[src/rtl/hls_pkg.sv]
// ----------------------------------------------------------------------------
// hls_pkg
// Types and constants shared by the heartbeat link supervisor files.
// ----------------------------------------------------------------------------
`default_nettype none

package hls_pkg;

    localparam int CFG_IDX_W  = 3;
    localparam int CFG_DATA_W = 16;
    localparam int BYTE_W     = 8;
    localparam int CODE_W     = 8;
    localparam int CMD_W      = 16;

    localparam logic [BYTE_W-1:0] SUM_OK = 8'hFF;

    typedef enum logic [4:0] {
        PH_IDLE      = 5'b00001,
        PH_WAIT_RESP = 5'b00010,
        PH_WAIT_CONF = 5'b00100,
        PH_HB_WAIT   = 5'b01000,
        PH_HB_RECV   = 5'b10000
    } t_phase;

    typedef enum logic [CFG_IDX_W-1:0] {
        CFG_HEARTBEAT_CODE = 3'd0,
        CFG_INIT_CODE      = 3'd1,
        CFG_RESPONSE_CODE  = 3'd2,
        CFG_CONFIRM_CODE   = 3'd3,
        CFG_DEVICE_ID      = 3'd4,
        CFG_FRAME_TIMEOUT  = 3'd5,
        CFG_LINK_TIMEOUT   = 3'd6,
        CFG_CONNECT_WAIT   = 3'd7
    } t_cfg_idx;

    localparam logic ACT_TICK = 1'b0;
    localparam logic ACT_BYTE = 1'b1;

endpackage

`default_nettype wire

[src/rtl/hls_if.sv]
// ----------------------------------------------------------------------------
// hls_if
// Valid/ready channels of the heartbeat link supervisor: request and result.
// ----------------------------------------------------------------------------
`default_nettype none

interface hls_req_if;
    logic       valid;
    logic       ready;
    logic       action;
    logic [7:0] rx_byte;

    modport source (output valid, output action, output rx_byte, input ready);
    modport sink   (input valid, input action, input rx_byte, output ready);
endinterface

interface hls_rsp_if;
    logic        valid;
    logic        ready;
    logic        tx_valid;
    logic [7:0]  tx_byte;
    logic        send_reply;
    logic        command_valid;
    logic [15:0] command_value;
    logic        connected_now;

    modport source (
        output valid, output tx_valid, output tx_byte, output send_reply,
        output command_valid, output command_value, output connected_now,
        input ready
    );
    modport sink (
        input valid, input tx_valid, input tx_byte, input send_reply,
        input command_valid, input command_value, input connected_now,
        output ready
    );
endinterface

`default_nettype wire

[src/rtl/heartbeat_link_supervisor_top.sv]
// ----------------------------------------------------------------------------
// heartbeat_link_supervisor_top
// Node-side serial link supervisor: connect handshake, heartbeat frames,
// frame and link timeouts.
//
//   channel   dir   handshake        payload
//   i_req     in    valid / ready    action, rx_byte
//   o_rsp     out   valid / ready    tx_valid, tx_byte, send_reply,
//                                    command_valid, command_value, connected_now
//   i_cfg_*   in    write enable     register index, write data
//
// One request per cycle; its result shows in the output register in the cycle
// after acceptance. State updates in the accepting cycle, so the next request
// may follow at once. i_req.ready drops only while a result waits unread.
// Synchronous active-low reset clears link state, timers and the output valid.
// ----------------------------------------------------------------------------
`default_nettype none

module heartbeat_link_supervisor_top
    import hls_pkg::*;
#(
    parameter int FRAME_BYTES = 16,
    parameter int TIMER_BITS  = 16
) (
    input  wire logic                  i_clk,
    input  wire logic                  i_rst_n,
    hls_req_if.sink                    i_req,
    hls_rsp_if.source                  o_rsp,
    input  wire logic                  i_cfg_we,
    input  wire logic [CFG_IDX_W-1:0]  i_cfg_idx,
    input  wire logic [CFG_DATA_W-1:0] i_cfg_wdata
);

    localparam int FC_W  = $clog2(FRAME_BYTES + 1);
    localparam int CMP_W = (TIMER_BITS > CFG_DATA_W) ? TIMER_BITS : CFG_DATA_W;
    localparam logic [TIMER_BITS-1:0] TMAX = {TIMER_BITS{1'b1}};

    logic [CODE_W-1:0]     r_hb_code, r_init_code, r_resp_code, r_conf_code, r_dev_id;
    logic [CFG_DATA_W-1:0] r_frame_to, r_link_to, r_conn_wait;

    logic                  r_link, n_link;
    t_phase                r_phase, n_phase;
    logic [FC_W-1:0]       r_fc, n_fc;
    logic [BYTE_W-1:0]     r_sum, n_sum;
    logic [BYTE_W-1:0]     r_cmd_lo, n_cmd_lo, r_cmd_hi, n_cmd_hi;
    logic [TIMER_BITS-1:0] r_frame_t, n_frame_t, r_sil_t, n_sil_t, r_wait_t, n_wait_t;
    logic [BYTE_W-1:0]     r_win_byte, n_win_byte;
    logic                  r_win_seen, n_win_seen;

    logic                  r_out_valid;
    logic                  r_tx_valid, n_tx_valid;
    logic [BYTE_W-1:0]     r_tx_byte, n_tx_byte;
    logic                  r_reply, n_reply;
    logic                  r_cmd_valid, n_cmd_valid;
    logic [CMD_W-1:0]      r_cmd_value, n_cmd_value;

    logic                  accept;
    logic                  is_byte;
    logic [BYTE_W-1:0]     b;
    logic [FC_W-1:0]       fc_inc;
    logic [BYTE_W-1:0]     sum_inc;
    logic [TIMER_BITS-1:0] wait_inc, frame_inc, sil_inc;

    assign i_req.ready = !r_out_valid || o_rsp.ready;
    assign accept      = i_req.valid && i_req.ready;
    assign is_byte     = (i_req.action == ACT_BYTE);
    assign b           = i_req.rx_byte;
    assign fc_inc      = r_fc + 1'b1;
    assign sum_inc     = r_sum + b;
    assign wait_inc    = (r_wait_t == TMAX) ? r_wait_t : r_wait_t + 1'b1;
    assign frame_inc   = (r_frame_t == TMAX) ? r_frame_t : r_frame_t + 1'b1;
    assign sil_inc     = (r_sil_t == TMAX) ? r_sil_t : r_sil_t + 1'b1;

    always_comb begin
        n_link      = r_link;
        n_phase     = r_phase;
        n_fc        = r_fc;
        n_sum       = r_sum;
        n_cmd_lo    = r_cmd_lo;
        n_cmd_hi    = r_cmd_hi;
        n_frame_t   = r_frame_t;
        n_sil_t     = r_sil_t;
        n_wait_t    = r_wait_t;
        n_win_byte  = r_win_byte;
        n_win_seen  = r_win_seen;
        n_tx_valid  = 1'b0;
        n_tx_byte   = '0;
        n_reply     = 1'b0;
        n_cmd_valid = 1'b0;
        n_cmd_value = '0;

        if (!r_link) begin
            if (r_phase != PH_WAIT_RESP && r_phase != PH_WAIT_CONF) begin
                n_tx_valid = 1'b1;
                n_tx_byte  = r_init_code;
                n_phase    = PH_WAIT_RESP;
                n_wait_t   = '0;
                n_win_seen = is_byte;
                n_win_byte = is_byte ? b : '0;
            end else if (is_byte) begin
                if (!r_win_seen) begin
                    n_win_byte = b;
                    n_win_seen = 1'b1;
                end
            end else begin
                n_wait_t = wait_inc;
                if (CMP_W'(wait_inc) >= CMP_W'(r_conn_wait)) begin
                    if (r_phase == PH_WAIT_RESP && r_win_seen && r_win_byte == r_resp_code) begin
                        n_tx_valid = 1'b1;
                        n_tx_byte  = r_dev_id;
                        n_phase    = PH_WAIT_CONF;
                        n_wait_t   = '0;
                        n_win_seen = 1'b0;
                        n_win_byte = '0;
                    end else if (r_phase == PH_WAIT_CONF && r_win_seen
                                 && r_win_byte == r_conf_code) begin
                        n_link     = 1'b1;
                        n_phase    = PH_HB_WAIT;
                        n_sil_t    = '0;
                        n_fc       = '0;
                        n_wait_t   = '0;
                        n_win_seen = 1'b0;
                    end else begin
                        n_tx_valid = 1'b1;
                        n_tx_byte  = r_init_code;
                        n_phase    = PH_WAIT_RESP;
                        n_wait_t   = '0;
                        n_win_seen = 1'b0;
                        n_win_byte = '0;
                    end
                end
            end
        end else if (is_byte) begin
            if (r_phase == PH_HB_RECV) begin
                n_sum = sum_inc;
                if (r_fc == FC_W'(1)) n_cmd_lo = b;
                if (r_fc == FC_W'(2)) n_cmd_hi = b;
                n_fc = fc_inc;
                if (fc_inc >= FC_W'(FRAME_BYTES)) begin
                    n_reply = 1'b1;
                    if (sum_inc == SUM_OK) begin
                        n_cmd_valid = 1'b1;
                        n_cmd_value = {n_cmd_hi, n_cmd_lo};
                    end
                    n_phase = PH_HB_WAIT;
                    n_fc    = '0;
                end
            end else if (b == r_hb_code) begin
                n_sil_t   = '0;
                n_sum     = b;
                n_fc      = FC_W'(1);
                n_frame_t = '0;
                n_phase   = PH_HB_RECV;
            end
        end else begin
            if (r_phase == PH_HB_RECV) begin
                n_frame_t = frame_inc;
                if (CMP_W'(frame_inc) > CMP_W'(r_frame_to)) begin
                    n_phase = PH_HB_WAIT;
                    n_fc    = '0;
                end
            end
            n_sil_t = sil_inc;
            if (CMP_W'(sil_inc) > CMP_W'(r_link_to)) begin
                n_link  = 1'b0;
                n_phase = PH_IDLE;
                n_fc    = '0;
            end
        end
    end

    always_ff @(posedge i_clk) begin
        if (!i_rst_n) begin
            r_hb_code   <= '0;
            r_init_code <= '0;
            r_resp_code <= '0;
            r_conf_code <= '0;
            r_dev_id    <= '0;
            r_frame_to  <= CFG_DATA_W'(10);
            r_link_to   <= CFG_DATA_W'(1000);
            r_conn_wait <= CFG_DATA_W'(100);
        end else if (i_cfg_we) begin
            case (t_cfg_idx'(i_cfg_idx))
                CFG_HEARTBEAT_CODE: r_hb_code   <= i_cfg_wdata[CODE_W-1:0];
                CFG_INIT_CODE:      r_init_code <= i_cfg_wdata[CODE_W-1:0];
                CFG_RESPONSE_CODE:  r_resp_code <= i_cfg_wdata[CODE_W-1:0];
                CFG_CONFIRM_CODE:   r_conf_code <= i_cfg_wdata[CODE_W-1:0];
                CFG_DEVICE_ID:      r_dev_id    <= i_cfg_wdata[CODE_W-1:0];
                CFG_FRAME_TIMEOUT:  r_frame_to  <= i_cfg_wdata;
                CFG_LINK_TIMEOUT:   r_link_to   <= i_cfg_wdata;
                CFG_CONNECT_WAIT:   r_conn_wait <= i_cfg_wdata;
                default: ;
            endcase
        end
    end

    always_ff @(posedge i_clk) begin
        if (!i_rst_n) begin
            r_link     <= 1'b0;
            r_phase    <= PH_IDLE;
            r_fc       <= '0;
            r_sum      <= '0;
            r_cmd_lo   <= '0;
            r_cmd_hi   <= '0;
            r_frame_t  <= '0;
            r_sil_t    <= '0;
            r_wait_t   <= '0;
            r_win_byte <= '0;
            r_win_seen <= 1'b0;
        end else if (accept) begin
            r_link     <= n_link;
            r_phase    <= n_phase;
            r_fc       <= n_fc;
            r_sum      <= n_sum;
            r_cmd_lo   <= n_cmd_lo;
            r_cmd_hi   <= n_cmd_hi;
            r_frame_t  <= n_frame_t;
            r_sil_t    <= n_sil_t;
            r_wait_t   <= n_wait_t;
            r_win_byte <= n_win_byte;
            r_win_seen <= n_win_seen;
        end
    end

    always_ff @(posedge i_clk) begin
        if (!i_rst_n) begin
            r_out_valid <= 1'b0;
        end else if (accept) begin
            r_out_valid <= 1'b1;
        end else if (o_rsp.ready) begin
            r_out_valid <= 1'b0;
        end
    end

    always_ff @(posedge i_clk) begin
        if (accept) begin
            r_tx_valid  <= n_tx_valid;
            r_tx_byte   <= n_tx_byte;
            r_reply     <= n_reply;
            r_cmd_valid <= n_cmd_valid;
            r_cmd_value <= n_cmd_value;
        end
    end

    assign o_rsp.valid         = r_out_valid;
    assign o_rsp.tx_valid      = r_tx_valid;
    assign o_rsp.tx_byte       = r_tx_byte;
    assign o_rsp.send_reply    = r_reply;
    assign o_rsp.command_valid = r_cmd_valid;
    assign o_rsp.command_value = r_cmd_value;
    assign o_rsp.connected_now = r_link;

    a_cmd_needs_reply: assert property (@(posedge i_clk) disable iff (!i_rst_n)
        (r_out_valid && r_cmd_valid) |-> r_reply)
        else $error("command without frame completion");

    a_link_phase: assert property (@(posedge i_clk) disable iff (!i_rst_n)
        r_link |-> (r_phase == PH_HB_WAIT || r_phase == PH_HB_RECV))
        else $error("link up outside heartbeat phases");

    a_tx_link_down: assert property (@(posedge i_clk) disable iff (!i_rst_n)
        (r_out_valid && r_tx_valid) |-> !r_link)
        else $error("handshake byte sent while link up");

    a_frame_count: assert property (@(posedge i_clk) disable iff (!i_rst_n)
        r_fc < FC_W'(FRAME_BYTES))
        else $error("frame count out of range");

endmodule

`default_nettype wire

[src/flat_wrapper.sv]
// flat-port wrapper written by rule: the top's interface ports become plain ports
module heartbeat_link_supervisor_top_flat import hls_pkg::*;
#(
    parameter int FRAME_BYTES = 16,
    parameter int TIMER_BITS  = 16
)
  (i_clk, i_rst_n, i_cfg_we, i_cfg_idx, i_cfg_wdata, i_req_valid, i_req_action, i_req_rx_byte, i_req_ready, o_rsp_valid, o_rsp_tx_valid, o_rsp_tx_byte, o_rsp_send_reply, o_rsp_command_valid, o_rsp_command_value, o_rsp_connected_now, o_rsp_ready);
  hls_req_if i_req_i ();
  hls_rsp_if o_rsp_i ();
  input  wire logic i_clk;
  input  wire logic i_rst_n;
  input  wire logic i_cfg_we;
  input  wire logic [CFG_IDX_W-1:0] i_cfg_idx;
  input  wire logic [CFG_DATA_W-1:0] i_cfg_wdata;
  input wire logic [$bits(i_req_i.valid)-1:0] i_req_valid;
  input wire logic [$bits(i_req_i.action)-1:0] i_req_action;
  input wire logic [$bits(i_req_i.rx_byte)-1:0] i_req_rx_byte;
  output wire logic [$bits(i_req_i.ready)-1:0] i_req_ready;
  output wire logic [$bits(o_rsp_i.valid)-1:0] o_rsp_valid;
  output wire logic [$bits(o_rsp_i.tx_valid)-1:0] o_rsp_tx_valid;
  output wire logic [$bits(o_rsp_i.tx_byte)-1:0] o_rsp_tx_byte;
  output wire logic [$bits(o_rsp_i.send_reply)-1:0] o_rsp_send_reply;
  output wire logic [$bits(o_rsp_i.command_valid)-1:0] o_rsp_command_valid;
  output wire logic [$bits(o_rsp_i.command_value)-1:0] o_rsp_command_value;
  output wire logic [$bits(o_rsp_i.connected_now)-1:0] o_rsp_connected_now;
  input wire logic [$bits(o_rsp_i.ready)-1:0] o_rsp_ready;
  assign i_req_i.valid = i_req_valid;
  assign i_req_i.action = i_req_action;
  assign i_req_i.rx_byte = i_req_rx_byte;
  assign i_req_ready = i_req_i.ready;
  assign o_rsp_valid = o_rsp_i.valid;
  assign o_rsp_tx_valid = o_rsp_i.tx_valid;
  assign o_rsp_tx_byte = o_rsp_i.tx_byte;
  assign o_rsp_send_reply = o_rsp_i.send_reply;
  assign o_rsp_command_valid = o_rsp_i.command_valid;
  assign o_rsp_command_value = o_rsp_i.command_value;
  assign o_rsp_connected_now = o_rsp_i.connected_now;
  assign o_rsp_i.ready = o_rsp_ready;
  heartbeat_link_supervisor_top #(.FRAME_BYTES(FRAME_BYTES), .TIMER_BITS(TIMER_BITS)) u_core (.i_clk(i_clk), .i_rst_n(i_rst_n), .i_req(i_req_i), .o_rsp(o_rsp_i), .i_cfg_we(i_cfg_we), .i_cfg_idx(i_cfg_idx), .i_cfg_wdata(i_cfg_wdata));
endmodule
[config.mk]
export PLATFORM = sky130hd
export DESIGN_NAME = heartbeat_link_supervisor_top_flat
export DESIGN_NICKNAME = d
export VERILOG_FILES = /design/src/rtl/hls_pkg.sv /design/src/rtl/hls_if.sv /design/src/rtl/heartbeat_link_supervisor_top.sv /design/src/flat_wrapper.sv
export SDC_FILE = /design/constraint.sdc
export NUM_CORES = 1
export LEC_CHECK = 0
export BUFFER_PORTS_ARGS = -buffer_cell sky130_fd_sc_hd__buf_2
export CAP_MARGIN = 20
export CELL_PAD_IN_SITES_DETAIL_PLACEMENT = 0
export CELL_PAD_IN_SITES_GLOBAL_PLACEMENT = 1
export CORE_MARGIN = 2
export CORE_UTILIZATION = 42
export CTS_CLUSTER_SIZE = 28
export DETAILED_ROUTE_END_ITERATION = 8
export GPL_ROUTABILITY_DRIVEN = 0
export HOLD_SLACK_MARGIN = 0.05
export PLACE_DENSITY_LB_ADDON = 0.2
export SLEW_MARGIN = 10
export SYNTH_ARGS = -nofsm -noshare
export SYNTH_HDL_FRONTEND = slang
export SYNTH_SLANG_ARGS = --single-unit
[constraint.sdc]
create_clock -name i_clk -period 4 [get_ports i_clk]
set_clock_uncertainty 0.05 [all_clocks]
set_input_delay 0.6 -clock i_clk [delete_from_list [all_inputs] [get_ports i_clk]]
set_output_delay 0.6 -clock i_clk [all_outputs]
set_load 0.01 [all_outputs]
==> results.md <==
* R2R cell count at 13
* Inst Count DP at 1,758
* GRT Util Overall at 21.93%
* Clock-pin slew on the worst setup and hold paths at 0.06 ns
* Drt via density at 5.419
* Synth unique cells at 79
* Number of I/O port buffers at 62
* RSZ-0062 raised after global routing: true
* CP peak stage delay at 0.54 ns
* Setup_tns at 0 ns
* Worst EP arrival at 4.18 ns
* Vias post-DR at 9,786
* Max_slew headroom at 29.08%
* R2r setup slk at 0.22 ns
* DRC viols at 0
* Final Hold Viols at 0
* Slowest CP cell: or4_1
* Hold WC Path Type: input port to register
* Syn avg cell area at 8.099 um^2
* Worst Tran Pin Value at 1.056 ns
* Mapped Nets at 1,464
* Setup WS post-layout at 0.2172 ns
* Core Area at 25,980 um^2
* Run status: finished, final reports clean
* Min Tclk post-route at 3.783 ns
* Seq cells post-synth at 208
* Post-Syn Area at 11,090 um^2
* Die X at 166.5 um
* Cells after Synth at 1,369
* Num rows at 59
* Antenna-violating nets left at 0
* Crit share post-route at 94.57%
* Top_reg_cell synth: dfxtp_1
* Setup crit end kind: register
* Die height at 166.5 um
* Async S/R FF share, synth at 0%
* Core Util, Final at 49.49%
* CTS tree: yes
* Pwr/cell area at 363.8 nW/um^2
* Cell with the most instances after synthesis: nand2_1
* Die area at 27,720 um^2
* Vias in the first global route at 9,393
* Final setup violation count at 0
* Initial core utilization at 42.67%
* Largest net degree at the start of global routing at 56
* Total Wirelength at 30.73 mm
* Max Transition Viols Final at 0
* Clock root buffer: clkbuf_16
* Clock Sinks at 208
* Initial antenna violation count at 0
* Inserted Clock Buffers at 25
* Crit-path leading delay family: simple AND/OR/NAND/NOR gates
* Reg2Reg Capture Point: u_core.r_fc[1]
* DP HPWL at 21.55 mm
* Critical Path RT at 4.40 ns
* Ant. Diodes at 0
* Hold depth at 3
* Max cap viols at 0
* Post-synth top cells: nand2_1 (327), dfxtp_1 (181), a21oi_1 (178)
* Sequential-to-total area share from yosys stat at 39.99%
* Placed inst area at 11,980 um^2
* VDD IR max at 0.2834 mV
* # H-tree levels at 1
* Hold endpoint: u_core.o_rsp.valid
* Crit path buf inv count at 0
* Clk_lat worst skew at 0.53 ns
* Leakage at 4.930 nW
* Share of layout cells above drive strength 1 at 13.66%
* Area delta synth->final at 15.99%
* WL per Instance at 17.02 um
* Drt initial violations at 711
* Number of synthesized flops with an enable pin at 27
* Worst setup SP type: register
* Clk buf depth at 3
* Critical path cell sequence: and3_1, nand3_1, or4_1, nor2b_4, and3_1, xor2_1, ha_1, nand4_1, a2111oi_1, o41a_1, o21ai_4, or4_1, a21oi_1
* Grt total ovfl at 0
* Hold Startpoint: i_req_valid
* Non-Filler Instances at 1,806
* Pre-CTS WS at 0.1044 ns
* Worst r2r src: u_core.r_frame_t[2]
* Design area at 12,860 um^2
* Final nets at 1,547
* FMAX at 264.4 MHz
* YS warnings at 0
* First drt pass iteration count at 5
* I/O pins at 63
* Synth area leader: dfxtp_1
* Top post-synthesis cells by area: dfxtp_1 (33%), nand2_1 (11%), a21oi_1 (8.0%), edfxtp_1 (7.3%), ha_1 (6.9%)
* Post-cts hold buffer count at 0
* Crit-path max FO at 7
* Area share of the largest cell type after synthesis at 32.68%
* CP Class: register to register
* First-pass GRT wire length at 49.89 mm
power breakdown:
group | internal (mW) | total, mW | switching, mW | leakage [nW]
Clock | 1.31 | 2.19 | 0.888 | 0.386
Sequential | 2.16 | 2.18 | 0.0218 | 1.73
Combinational | 0.0912 | 0.308 | 0.217 | 2.81
stage by stage:
stage	power (mW)	hold WS, ns
after global routing	4.853	0.2767
after global placement	2.526	0.3878
final	4.678	0.2833
after CTS	4.733	0.2653
after floorplan	2.413	0.3821
after detailed placement	2.530	0.3942
cell usage in the layout, fill, tap and decap left out, types with 38 or more instances in the layout:
| cell | instances |
|---|---|
| a21oi_1 | 178 |
| buf_2 | 63 |
| nand2_1 | 327 |
| dfxtp_1 | 178 |
| nor2_1 | 49 |
| buf_4 | 60 |
| xor2_1 | 39 |
| ha_1 | 61 |
| nand3_1 | 50 |
| inv_1 | 64 |
| o21ai_0 | 38 |
worst min-delay path, cell delays in order:
cell and delay [ns]:
buf_2 0.11, inv_1 0.04, a21oi_1 0.05
sequential cells by signal, indices dropped and copies added (netlist names), 16 cells and up:
signal,flops
u_core.r_frame_to,16
u_core.r_link_to,16
u_core.r_conn_wait,16
u_core.r_frame_t,16
u_core.r_sil_t,16
u_core.o_rsp.command_value,16
u_core.r_wait_t,16
routing by layer:
metal / track usage (%) / part of all wire, %
met2: 36.20 / 46
met4: 6.709 / 2.8
met5: 0 / 0
met1: 29.96 / 47
met3: 2.947 / 4.6
final cells by class:
class / instances / area (um^2)
repair buffers: 123 / 765.7
flip-flops and latches: 208 / 4441
clock inverters: 8 / 63.81
clock buffers: 38 / 724.4
well taps: 335 / 419.2
fillers: 2569 / 13120
multi-input cells: 1028 / 6197
inverters: 66 / 250.2
worst max-delay path by stage:
stage / startpoint / endpoint / slack, ns / depth (start not counted)
finish: u_core.r_frame_t[2] / u_core.r_fc[1] / 0.22 / 13
global route: u_core.r_wait_t[6] / u_core.r_win_byte[7] / -0.02 / 14
CTS: u_core.r_frame_t[2] / u_core.r_fc[1] / 0.09 / 15
detailed placement: u_core.r_frame_t[2] / u_core.r_phase[0] / 0.10 / 14
global placement: u_core.r_wait_t[6] / u_core.r_win_byte[2] / 0.13 / 14
floorplan: u_core.r_frame_t[6] / u_core.r_phase[0] / 0.18 / 16
logic make-up after synthesis:
logic type / count (synthesis) / synth area share (%)
simple gates: 561 / 23.53
fa+ha+maj: 62 / 7.064
buf+inv: 133 / 4.750
xor+xnor: 64 / 5.055
mux: 12 / 1.128
flops: 208 / 39.99
compound gates: 329 / 18.48
what timing repair did:
item                                    CTS  global route
resized for setup                         0            19
setup buffers                             0             1
endpoints found under the setup margin    0            39
Note: power is estimated with default switching activity, not from simulation.
